**src/dtrc_pkg.sv**
```systemverilog
// shared constants, codes and widths for the device table with response check
package dtrc_pkg;

    // field widths
    localparam int ACTION_W    = 2;
    localparam int MAC_W       = 48;
    localparam int WORD_W      = 64;
    localparam int RESP_W      = 4 * WORD_W;
    localparam int STATUS_W    = 3;
    localparam int ONES_W      = 9;
    localparam int IDX_OUT_W   = 4;
    localparam int CNT_OUT_W   = 5;
    localparam int CFG_INDEX_W = 1;
    localparam int CFG_DATA_W  = 9;

    // popcount slice handled per cycle
    localparam int POP_W     = 32;
    localparam int POP_CNT_W = $clog2(POP_W + 1);
    localparam int POP_STEPS = RESP_W / POP_W;

    // defaults
    localparam int TABLE_DEPTH_DEF = 16;
    localparam logic [ONES_W-1:0] MIN_ONES_RST = ONES_W'(77);
    localparam logic [ONES_W-1:0] MAX_ONES_RST = ONES_W'(179);

    // request codes
    localparam logic [ACTION_W-1:0] ACT_ENROLL = 2'd0;
    localparam logic [ACTION_W-1:0] ACT_DEACT  = 2'd1;
    localparam logic [ACTION_W-1:0] ACT_VERIFY = 2'd2;

    // status codes
    localparam logic [STATUS_W-1:0] ST_OK        = 3'd0;
    localparam logic [STATUS_W-1:0] ST_DUP       = 3'd1;
    localparam logic [STATUS_W-1:0] ST_FULL      = 3'd2;
    localparam logic [STATUS_W-1:0] ST_NOTFOUND  = 3'd3;
    localparam logic [STATUS_W-1:0] ST_BADONES   = 3'd4;
    localparam logic [STATUS_W-1:0] ST_INACTIVE  = 3'd5;
    localparam logic [STATUS_W-1:0] ST_BADACTION = 3'd6;

    // configuration register indexes
    localparam logic [CFG_INDEX_W-1:0] CFG_MIN_ONES = 1'b0;
    localparam logic [CFG_INDEX_W-1:0] CFG_MAX_ONES = 1'b1;

    // ones in one nibble
    function automatic logic [2:0] nib_pop(input logic [3:0] v);
        nib_pop = 3'(v[0]) + 3'(v[1]) + 3'(v[2]) + 3'(v[3]);
    endfunction

    // ones in one slice, summed nibble by nibble
    function automatic logic [POP_CNT_W-1:0] slice_pop(input logic [POP_W-1:0] v);
        logic [POP_CNT_W-1:0] acc;
        acc = '0;
        for (int i = 0; i < POP_W / 4; i++) begin
            acc = acc + POP_CNT_W'(nib_pop(v[4*i +: 4]));
        end
        slice_pop = acc;
    endfunction

endpackage

```
**src/device_table_with_response_check.sv**
```systemverilog
// device table with response check: sequencer, popcount unit and table scan
// enroll and deactivate scan the table entries before they give a result
//   (one table entry compared per cycle through the ram read port)
// verify first counts ones: the popcount unit takes 32 response bits per cycle, then a bounds check
// an unknown action goes straight to its result without a scan; one request at a time,
//   the next one taken the cycle after the result is loaded into the output register
// reset (synchronous, active low) empties the table, clears all active marks and
//   restores min_ones 77 and max_ones 179; identifier storage is not cleared
module device_table_with_response_check #(
    parameter int TABLE_DEPTH = dtrc_pkg::TABLE_DEPTH_DEF
) (
    input  logic                             i_clk,
    input  logic                             i_rst_n,
    // configuration
    input  logic                             i_cfg_we,
    input  logic [dtrc_pkg::CFG_INDEX_W-1:0] i_cfg_index,
    input  logic [dtrc_pkg::CFG_DATA_W-1:0]  i_cfg_data,
    // request channel
    input  logic                             i_in_valid,
    output logic                             o_in_ready,
    input  logic [dtrc_pkg::ACTION_W-1:0]    i_action,
    input  logic [dtrc_pkg::MAC_W-1:0]       i_device_mac,
    input  logic [dtrc_pkg::WORD_W-1:0]      i_response_word0,
    input  logic [dtrc_pkg::WORD_W-1:0]      i_response_word1,
    input  logic [dtrc_pkg::WORD_W-1:0]      i_response_word2,
    input  logic [dtrc_pkg::WORD_W-1:0]      i_response_word3,
    // result channel
    output logic                             o_out_valid,
    input  logic                             i_out_ready,
    output logic [dtrc_pkg::STATUS_W-1:0]    o_status,
    output logic [dtrc_pkg::ONES_W-1:0]      o_ones_count,
    output logic [dtrc_pkg::IDX_OUT_W-1:0]   o_entry_index,
    output logic [dtrc_pkg::CNT_OUT_W-1:0]   o_enrolled_count
);

    import dtrc_pkg::*;

    localparam int IDX_W  = (TABLE_DEPTH > 1) ? $clog2(TABLE_DEPTH) : 1;
    localparam int CNT_W  = $clog2(TABLE_DEPTH + 1);
    localparam int STEP_W = $clog2(POP_STEPS);
    localparam logic [CNT_W-1:0]  DEPTH_C   = CNT_W'(TABLE_DEPTH);
    localparam logic [STEP_W-1:0] LAST_STEP = STEP_W'(POP_STEPS - 1);

    // sequencer states
    localparam logic [2:0] S_IDLE = 3'd0;
    localparam logic [2:0] S_ONES = 3'd1;
    localparam logic [2:0] S_CHK  = 3'd2;
    localparam logic [2:0] S_SCAN = 3'd3;
    localparam logic [2:0] S_DONE = 3'd4;

    logic [2:0]             r_state;
    logic [ACTION_W-1:0]    r_action;
    logic [MAC_W-1:0]       r_mac;
    logic [RESP_W-1:0]      r_resp;
    logic [STEP_W-1:0]      r_step;
    logic [ONES_W-1:0]      r_ones;
    logic [ONES_W-1:0]      r_min;
    logic [ONES_W-1:0]      r_max;
    logic [CNT_W-1:0]       r_total;
    logic [TABLE_DEPTH-1:0] r_active;
    logic [CNT_W-1:0]       r_rd_idx;
    logic                   r_rd_vld;
    logic [IDX_W-1:0]       r_cmp_idx;
    logic [STATUS_W-1:0]    r_res_status;
    logic [IDX_W-1:0]       r_res_idx;
    logic                   r_out_valid;
    logic [STATUS_W-1:0]    r_out_status;
    logic [ONES_W-1:0]      r_out_ones;
    logic [IDX_OUT_W-1:0]   r_out_idx;
    logic [CNT_OUT_W-1:0]   r_out_cnt;

    logic [MAC_W-1:0]           ram_rdata;
    logic                       ram_we;
    logic                       ram_re;
    logic                       match;
    logic                       scan_end;
    logic                       out_load;
    logic [IDX_W+IDX_OUT_W-1:0] idx_ext;
    logic [CNT_W+CNT_OUT_W-1:0] cnt_ext;

    // identifier store
    dtrc_ram #(
        .WIDTH (MAC_W),
        .DEPTH (TABLE_DEPTH),
        .AW    (IDX_W)
    ) u_id_ram (
        .i_clk   (i_clk),
        .i_we    (ram_we),
        .i_waddr (r_total[IDX_W-1:0]),
        .i_wdata (r_mac),
        .i_re    (ram_re),
        .i_raddr (r_rd_idx[IDX_W-1:0]),
        .o_rdata (ram_rdata)
    );

    // scan control: compare last read entry, issue next read
    assign match    = r_rd_vld && (ram_rdata == r_mac);
    assign scan_end = !match && (r_rd_idx >= r_total);
    assign ram_re   = (r_state == S_SCAN) && !match && !scan_end;
    assign ram_we   = (r_state == S_SCAN) && scan_end && (r_action == ACT_ENROLL)
                      && (r_total < DEPTH_C);

    // output register loads when a result is ready and the register is free or its result is taken
    assign out_load = (r_state == S_DONE) && (!r_out_valid || i_out_ready);

    // result width adjustment
    assign idx_ext = {{IDX_OUT_W{1'b0}}, r_res_idx};
    assign cnt_ext = {{CNT_OUT_W{1'b0}}, r_total};

    // sequencer and table state
    always_ff @(posedge i_clk) begin
        if (!i_rst_n) begin
            r_state     <= S_IDLE;
            r_total     <= '0;
            r_active    <= '0;
            r_rd_vld    <= 1'b0;
            r_out_valid <= 1'b0;
            r_min       <= MIN_ONES_RST;
            r_max       <= MAX_ONES_RST;
        end else begin
            // configuration writes
            if (i_cfg_we) begin
                case (i_cfg_index)
                    CFG_MIN_ONES: r_min <= i_cfg_data;
                    CFG_MAX_ONES: r_max <= i_cfg_data;
                    default: ;
                endcase
            end

            // result transaction loaded or taken
            if (out_load) begin
                r_out_valid <= 1'b1;
            end else if (r_out_valid && i_out_ready) begin
                r_out_valid <= 1'b0;
            end

            case (r_state)
                S_IDLE: begin
                    if (i_in_valid) begin
                        r_action  <= i_action;
                        r_mac     <= i_device_mac;
                        r_resp    <= {i_response_word3, i_response_word2,
                                      i_response_word1, i_response_word0};
                        r_ones    <= '0;
                        r_step    <= '0;
                        r_rd_idx  <= '0;
                        r_rd_vld  <= 1'b0;
                        r_res_idx <= '0;
                        case (i_action)
                            ACT_VERIFY: begin
                                r_res_status <= ST_OK;
                                r_state      <= S_ONES;
                            end
                            ACT_ENROLL: begin
                                r_res_status <= ST_OK;
                                r_state      <= S_SCAN;
                            end
                            ACT_DEACT: begin
                                r_res_status <= ST_OK;
                                r_state      <= S_SCAN;
                            end
                            default: begin
                                r_res_status <= ST_BADACTION;
                                r_state      <= S_DONE;
                            end
                        endcase
                    end
                end
                // popcount one slice per cycle
                S_ONES: begin
                    r_ones <= r_ones + ONES_W'(slice_pop(r_resp[POP_W-1:0]));
                    r_resp <= r_resp >> POP_W;
                    r_step <= r_step + 1'b1;
                    if (r_step == LAST_STEP) begin
                        r_state <= S_CHK;
                    end
                end
                // bounds check on the ones count
                S_CHK: begin
                    if ((r_ones < r_min) || (r_ones > r_max)) begin
                        r_res_status <= ST_BADONES;
                        r_state      <= S_DONE;
                    end else begin
                        r_state <= S_SCAN;
                    end
                end
                // one entry compared per cycle
                S_SCAN: begin
                    if (match) begin
                        r_res_idx <= r_cmp_idx;
                        r_state   <= S_DONE;
                        case (r_action)
                            ACT_ENROLL: r_res_status <= ST_DUP;
                            ACT_DEACT: begin
                                r_active[r_cmp_idx] <= 1'b0;
                                r_res_status        <= ST_OK;
                            end
                            default: begin
                                r_res_status <= r_active[r_cmp_idx] ? ST_OK : ST_INACTIVE;
                            end
                        endcase
                    end else if (scan_end) begin
                        r_state <= S_DONE;
                        case (r_action)
                            ACT_ENROLL: begin
                                if (r_total >= DEPTH_C) begin
                                    r_res_status <= ST_FULL;
                                end else begin
                                    r_active[r_total[IDX_W-1:0]] <= 1'b1;
                                    r_res_idx    <= r_total[IDX_W-1:0];
                                    r_total      <= r_total + 1'b1;
                                    r_res_status <= ST_OK;
                                end
                            end
                            default: r_res_status <= ST_NOTFOUND;
                        endcase
                    end else begin
                        r_cmp_idx <= r_rd_idx[IDX_W-1:0];
                        r_rd_vld  <= 1'b1;
                        r_rd_idx  <= r_rd_idx + 1'b1;
                    end
                end
                // load the output register once it is free
                S_DONE: begin
                    if (out_load) begin
                        r_out_status <= r_res_status;
                        r_out_ones   <= r_ones;
                        r_out_idx    <= idx_ext[IDX_OUT_W-1:0];
                        r_out_cnt    <= cnt_ext[CNT_OUT_W-1:0];
                        r_state      <= S_IDLE;
                    end
                end
                default: r_state <= S_IDLE;
            endcase
        end
    end

    // ports
    assign o_in_ready       = (r_state == S_IDLE);
    assign o_out_valid      = r_out_valid;
    assign o_status         = r_out_status;
    assign o_ones_count     = r_out_ones;
    assign o_entry_index    = r_out_idx;
    assign o_enrolled_count = r_out_cnt;

    // checks
    a_total_bound: assert property (@(posedge i_clk) disable iff (!i_rst_n)
        r_total <= DEPTH_C)
        else $error("entry total beyond table depth");

    a_busy_after_accept: assert property (@(posedge i_clk) disable iff (!i_rst_n)
        (i_in_valid && o_in_ready) |=> !o_in_ready)
        else $error("request taken while a request is in progress");

    a_total_step: assert property (@(posedge i_clk) disable iff (!i_rst_n)
        ($past(i_rst_n) && (r_total != $past(r_total)))
            |-> (r_total == CNT_W'($past(r_total) + 1'b1)))
        else $error("entry total changed by other than one");

    a_hit_in_table: assert property (@(posedge i_clk) disable iff (!i_rst_n)
        ((r_state == S_SCAN) && match) |-> (CNT_W'(r_cmp_idx) < r_total))
        else $error("match on an entry outside the table");

    a_ones_zero: assert property (@(posedge i_clk) disable iff (!i_rst_n)
        (o_out_valid && ((o_status == ST_DUP) || (o_status == ST_FULL)
            || (o_status == ST_BADACTION))) |-> (o_ones_count == '0))
        else $error("ones count reported for a request without a response");

endmodule

```
**src/dtrc_ram.sv**
```systemverilog
// generic single write, single read ram with registered read data
module dtrc_ram #(
    parameter int WIDTH = 8,
    parameter int DEPTH = 16,
    parameter int AW    = (DEPTH > 1) ? $clog2(DEPTH) : 1
) (
    input  logic             i_clk,
    input  logic             i_we,
    input  logic [AW-1:0]    i_waddr,
    input  logic [WIDTH-1:0] i_wdata,
    input  logic             i_re,
    input  logic [AW-1:0]    i_raddr,
    output logic [WIDTH-1:0] o_rdata
);

    logic [WIDTH-1:0] mem [DEPTH];
    logic [WIDTH-1:0] r_rdata;

    // write port and registered read port
    always_ff @(posedge i_clk) begin
        if (i_we) begin
            mem[i_waddr] <= i_wdata;
        end
        if (i_re) begin
            r_rdata <= mem[i_raddr];
        end
    end

    assign o_rdata = r_rdata;

endmodule
```
**config.mk**
```make
export PLATFORM = sky130hd
export DESIGN_NAME = device_table_with_response_check
export DESIGN_NICKNAME = d
export VERILOG_FILES = /design/src/dtrc_pkg.sv /design/src/device_table_with_response_check.sv /design/src/dtrc_ram.sv
export SDC_FILE = /design/constraint.sdc
export NUM_CORES = 2
export LEC_CHECK = 0
export BUFFER_PORTS_ARGS = -buffer_cell sky130_fd_sc_hd__buf_4
export CORE_MARGIN = 8
export CORE_UTILIZATION = 55
export DETAILED_ROUTE_END_ITERATION = 7
export GPL_TIMING_DRIVEN = 0
export MAX_ROUTING_LAYER = met4
export PLACE_DENSITY = 0.85
export SYNTH_ARGS = -nofsm -noshare
export SYNTH_HDL_FRONTEND = slang
export SYNTH_SLANG_ARGS = --single-unit
```
**constraint.sdc**
```tcl
create_clock -name i_clk -period 19.7 [get_ports i_clk]
set_input_delay 0.985 -clock i_clk [delete_from_list [all_inputs] [get_ports i_clk]]
set_output_delay 0.985 -clock i_clk [all_outputs]
set_load 0.01 [all_outputs]
```
# Yosys cells after proc, flatten, opt, wreduce, memory -nomap -nowiden
# Memories as Yosys holds them, arrays and structs flattened. A register that Yosys moved wholly into a read port is not among the register bits.
# Cells that the tools add are included.
dict set report classes {
  muxes 53
  addsub 35
  n_lt_le_gt_ge 9
  bitwise 7
  n_reduce_logical 40
  eq_ne 20
}
# operator n
set ops {}
lappend ops {{256-bit one-hot mux with 2 select lines} 1}
lappend ops {{256-bit 2-to-1 mux} 1}
lappend ops {{16-bit 2-to-1 mux} 5}
lappend ops {{48-bit == test} 1}
lappend ops {{3-bit 2-to-1 mux} 14}
lappend ops {{2-bit by 1-bit adder with 3-bit output} 8}
lappend ops {{3-bit by 1-bit adder with 3-bit output} 8}
lappend ops {{6-bit by 3-bit adder with 6-bit output} 4}
lappend ops {{4-bit 2-to-1 mux} 5}
lappend ops {{5-bit AND reduction} 4}
lappend ops {{3-bit one-hot mux with 2 select lines} 3}
lappend ops {{9-bit one-hot mux with 2 select lines} 1}
lappend ops {{1-bit by 1-bit adder with 2-bit output} 8}
lappend ops {{16-bit bitwise AND} 1}
lappend ops {{16-bit NOT} 1}
lappend ops {{16-bit bitwise OR} 1}
lappend ops {{5-bit 2-to-1 mux} 3}
lappend ops {{3-bit one-hot mux with 5 select lines} 1}
lappend ops {{2-bit inequality test, second input constant} 7}
lappend ops {{4-bit AND reduction} 3}
lappend ops {{1-bit logical AND} 11}
lappend ops {{5-bit by 1-bit adder with 5-bit output, second input constant} 2}
lappend ops {{4-bit by 5-bit < comparator with 1-bit output, second input constant} 2}
lappend ops {{1-bit 2-to-1 mux} 10}
lappend ops {{other kinds (39)} 59}
dict set report word_totals {
  ram_bits 768
  mem_count 1
  elab_cells 185
  input_bits 321
  out_inout_bits 23
  regBits 399
}
# memory words width read_ports rd_clocked_by_memory_dff write_ports line_no
set mem_list {}
lappend mem_list {u_id_ram.mem 16 48 1 1 1 dtrc_ram.sv:16} ;# logic [WIDTH-1:0] mem [DEPTH];

# Longest topological paths before layout
dict set report depth {
  word_depth 12
  mapped_depth 18
  mapped_depth_nobuf 18
}

# Hierarchy
# From an unflattened synthesis, not the netlist that was laid out.
dict set report hier_totals {
  cells_unflattened 2901
  hier_area_um2 48317.6
}
# mod area_per_inst_um2 seq_area_each_um2 cells_each n_inst
set modules_own_cells {}
lappend modules_own_cells {dtrc_ram 30171.4 24503.5 1242 1}
lappend modules_own_cells {device_table_with_response_check 18146.2 11541.1 1659 1}

# Worst setup path before layout
# OpenSTA, ideal clock, no wires.
dict set report synth_timing {
  path_kind {input port to flip-flop}
  start {input i_rst_n}
  end {register r_ones[0], enable pin}
  stages 5
  slack_ns 4.131
  t_arrival_ns 14.582
  setup_ns 0.987
  n_path_buf 3
  required_time_ns 18.713
  cell_sequence {clkbuf_1 -> inv_1 -> clkbuf_1 -> clkbuf_1 -> a21oi_1}
}
dict set report synth_between {
  elab_chain_len 1
}
# item line_no
set synth_lines {}
lappend synth_lines {{from (decl)} device_table_with_response_check.sv:13} ;# input logic i_rst_n,
lappend synth_lines {{3-bit AND reduction (no source line)} --}
lappend synth_lines {{to (signal assigned)} device_table_with_response_check.sv:171} ;# r_ones <= r_ones + ONES_W'(slice_pop(r_resp[POP_W-1:0]));
lappend synth_lines {{to (decl)} device_table_with_response_check.sv:56} ;# logic [ONES_W-1:0] r_ones;
# Every way passes these cells.
# A chain may end at the register's enable or synchronous reset.

# Final worst setup path
dict set report layout_timing {
  start {register r_rd_idx[0]}
  end {memory u_id_ram.mem[8][18] (netlist name), enable pin}
}
dict set report layout_between {
  elab_chain_len 7
}
# item line_no
set layout_lines {}
lappend layout_lines {{from (decl)} device_table_with_response_check.sv:61} ;# logic [CNT_W-1:0] r_rd_idx;
lappend layout_lines {{from (signal assigned)} device_table_with_response_check.sv:220} ;# r_rd_idx <= r_rd_idx + 1'b1;
lappend layout_lines {{5-bit >= comparator} device_table_with_response_check.sv:98} ;# assign scan_end = !match && (r_rd_idx >= r_total);
lappend layout_lines {{1-bit logical AND} device_table_with_response_check.sv:98}
lappend layout_lines {{1-bit logical AND (2 in series)} device_table_with_response_check.sv:100} ;# assign ram_we = (r_state == S_SCAN) && scan_end && (r_action == ACT_ENROLL)
lappend layout_lines {{1-bit logical AND} device_table_with_response_check.sv:101} ;# && (r_total < DEPTH_C);
lappend layout_lines {{1-bit 2-to-1 mux} dtrc_ram.sv:21} ;# if (i_we) begin
lappend layout_lines {{1-bit 2-to-1 mux (implied by the code)} dtrc_ram.sv:22} ;# mem[i_waddr] <= i_wdata;
lappend layout_lines {{to (decl)} dtrc_ram.sv:16}
# Every way passes these cells.

==> run_results.csv <==
group,metric,value,unit
run_status,status,"finished clean",
cts,clk_latency,700,ps
drt,vias_per_cell,6.21,
placed_design,dpl.cell_count,4352,
cells_and_area,final_layout_size_suffix_gt1_share,24.5,%
sta,period_minus_slack,5870,ps
die,initial_core_util,55.6,%
synthesis,avgSynthCellArea,17.2,sq um
synthesis,synthTopCellsByCount,"1171 x edfxtp_1, 738 x nand2_1, 245 x mux4_2",
sta,final.period_utilization,29.8,%
worst_setup_path,arrival,6220,ps
sta,worst_slack,13830,ps
die,die-area,97600,sq um
die,core,86900,sq um
synthesis,synth_area_leaders,"edfxtp_1 73%, mux4_2 11%, nand2_1 5.7%, dfxtp_1 1.8%, ha_1 1.1%",
global_route,antenna_found_initial,21,
worst_setup_path,crit_type,"register to register",
synthesis,syn-num-nets,3194,
sta,rsz0062_at_grt,"false",
placed_design,post_dp_cell_area,53300,sq um
global_route,grt_util_all_layers,28.3,%
synthesis,synth_warnings,0,
placed_design,numPortBuffers,342,
drt,totalWireLength,137000,um
sta,fmax,0.170,GHz
drt,wire_per_inst,29.9,um
cells_and_area,fin_nets,3704,
worst_setup_path,cp.required,20050,ps
die,die_height,312,um
worst_setup_path,crit_slowest_cell,"buf_1",
drt,drtIter0Drc,4121,
placed_design,gp_congestion,0.979,
die,die_w,312,um
cells_and_area,area_growth,17.8,%
cts,cts_hold_buf,0,
global_route,grt_pass1_wl,195000,um
synthesis,ys_seq_elements,1215,
synthesis,yosys.cell_types.count,54,
cells_and_area,fin_cells,4586,
sta,slew_viol_final,0,
placed_design,dpl.hpwl,86700,um
power_and_ir_drop,power_density,121,nW/um^2
power_and_ir_drop,vdd_drop_max,324,uV
cts,cts_buffer_depth,3,
cells_and_area,final_util,65.5,%
power_and_ir_drop,power_leakage,20.0,nW
worst_setup_path,start_kind,"register",
job,maxCapViolations,0,
placed_design,dp_slack,14220,ps
worst_setup_path,crit_path_frequent_cell,"clkbuf_1",
synthesis,synth_ff_type,"edfxtp_1",
global_route,grt_overflow,0,
synthesis,syn-cell-area,48300,sq um
synthesis,async_reset_ff_share,0,%
cells_and_area,stdcell_area,56900,sq um
cts,cts_made_buffers,114,
worst_setup_path,path_cells,"clkbuf_1, buf_2, buf_1, inv_1, ha_1, nand2b_1, a21o_1, a21oi_1, o21ai_1, nand2_1, nor2_1, clkbuf_1, and3_4, buf_12",
sta,max-slew-margin-rel,11.4,%
cts,clkSinkCount,1215,
worst_setup_path,cp-end-kind,"register",
global_route,grt_max_degree,33,
worst_hold_path,hold_path.class,"register to register",
drt,antenna_left,0,
synthesis,synth_top_area_share,72.8,%
synthesis,synth_edf_count,1171,
cts,post_cts_buffers,0,
worst_setup_path,path_max_fanout,28,
sta,finalSetupViolCount,0,
cts,cts_tree,"built",
die,io_pins,344,
cts,htree_levels,3,
global_route,grt_pass1_vias,29124,
die,rows,108,
synthesis,yosysMostFrequentCell,"edfxtp_1",
drt,drcViolationCount,0,
synthesis,syn_inst,2803,
drt,vias,28460,
sta,hold_viol_final,0,
worst_setup_path,slowest_delay,760,ps
cts,clk_pin_slew,60,ps
cts,cts_resized,0,
cts,ctsRootBufferMaster,"clkbuf_16",
drt,first_pass_iters,6,
sta,fin_skew,34.4,ps
synthesis,yosys.area.top_type,"edfxtp_1",
sta,tightest_slew,1330,ps
synthesis,seq_area_frac_synth,74.6,%
cell usage in the layout (no fill, tap or decap), types with 7 or more instances in the layout:
| cell | instances |
|---|---|
| fa_1 | 26 |
| xnor2_1 | 31 |
| and2_1 | 40 |
| buf_4 | 343 |
| clkbuf_16 | 115 |
| ha_1 | 44 |
| clkinv_2 | 31 |
| bufinv_16 | 8 |
| dfxtp_1 | 44 |
| o211ai_1 | 7 |
| buf_1 | 17 |
| nand2_1 | 738 |
| diode_2 | 22 |
| nor3_1 | 9 |
| nor4_1 | 8 |
| edfxtp_1 | 1171 |
| o21a_1 | 9 |
| nand4_1 | 13 |
| buf_6 | 20 |
| nor2b_1 | 16 |
| nand2b_1 | 8 |
| clkinvlp_4 | 7 |
| o22ai_1 | 16 |
| inv_1 | 74 |
| nand3_1 | 13 |
| xor2_1 | 17 |
| clkinv_1 | 23 |
| and3_4 | 12 |
| clkbuf_1 | 129 |
| a21oi_1 | 34 |
| buf_12 | 20 |
| nor2_1 | 24 |
| o21ai_0 | 15 |
| and3_1 | 8 |
| mux4_2 | 245 |
final timing paths:
kind | from | to | slack [ps] | cells past startpoint
setup / recovery | r_rd_idx[0] | u_id_ram.mem[8][18] | 13830 | 14
hold / removal | r_res_idx[3] | o_entry_index[3] | 420 | 0
setup reg to reg | r_rd_idx[0] | u_id_ram.mem[8][18] | 13830 | 14
hold reg to reg | r_res_idx[3] | o_entry_index[3] | 420 | 0
area by class of cell:
type / count / area, sq um
antenna: 22 / 55.1
multi-input combinational: 1384 / 11600
inverter: 75 / 282
clock buffer: 138 / 2960
fill: 5456 / 30000
tap: 1155 / 1450
clock inverter: 74 / 612
sequential: 1215 / 36000
timing repair buffer: 394 / 3430
buffer: 129 / 492
critical path: cells and delay by family, from the launching register on:
kind            cells  cell delay, ps
flops               1             430
fa+ha+maj           1             310
buf+inv             6            2790
compound gates      3             730
simple gates        4            1220
sequential cells by signal (all words and copies together), names as in the netlist, 2 cells and up:
register and cells:
u_id_ram.mem 768, r_resp 256, r_mac 48, u_id_ram.o_rdata 48, r_active 16, o_ones_count 9
r_max 9, r_min 9, r_ones 9, o_enrolled_count 5, r_rd_idx 5, r_total 5
o_entry_index 4, r_cmp_idx 4, r_res_idx 4, o_status 3, r_res_status 3, r_state 3
r_step 3, r_action 2
routing by layer:
layer | up-vias | global-route usage [%] | part of all wire [%]
met3 | 470 | 4.22 | 9.6
met4 | 0 | 15.2 | 5.9
met5 | - | - | 0
met2 | 2184 | 46.5 | 50
li1 | 11644 | - | -
met1 | 14162 | 33.9 | 34
cells by family (layout without fill, tap and decap cells):
| logic type | Yosys count | in the layout | synth area share, % |
|---|---|---|---|
| compound gates | 110 | 110 | 1.45 |
| xor+xnor | 48 | 48 | 0.870 |
| fa+ha+maj | 70 | 70 | 2.22 |
| buf+inv | 204 | 810 | 1.60 |
| flops | 1215 | 1215 | 74.6 |
| mux | 246 | 246 | 11.4 |
| other cells | 0 | 22 | 0 |
| simple gates | 910 | 910 | 7.82 |
metrics by stage:
step	TNS (ps)	hold WS, ps	power (mW)
6_report	0	419	6.87
5_1_grt	0	426	7.13
4_1_cts	0	422	6.84
3_5_place_dp	0	406	4.69
3_3_place_gp	-213880	404	4.70
2_1_floorplan	0	400	4.29
power by group:
| part | internal [mW] | total [mW] | switching (mW) |
|---|---|---|---|
| clock | 1.18 | 2.15 | 0.969 |
| sequential | 3.07 | 3.17 | 0.0962 |
| combinational | 0.647 | 1.55 | 0.902 |
| total | 4.90 | 6.87 | 1.97 |
Note: power is estimated with default switching activity, not from simulation.
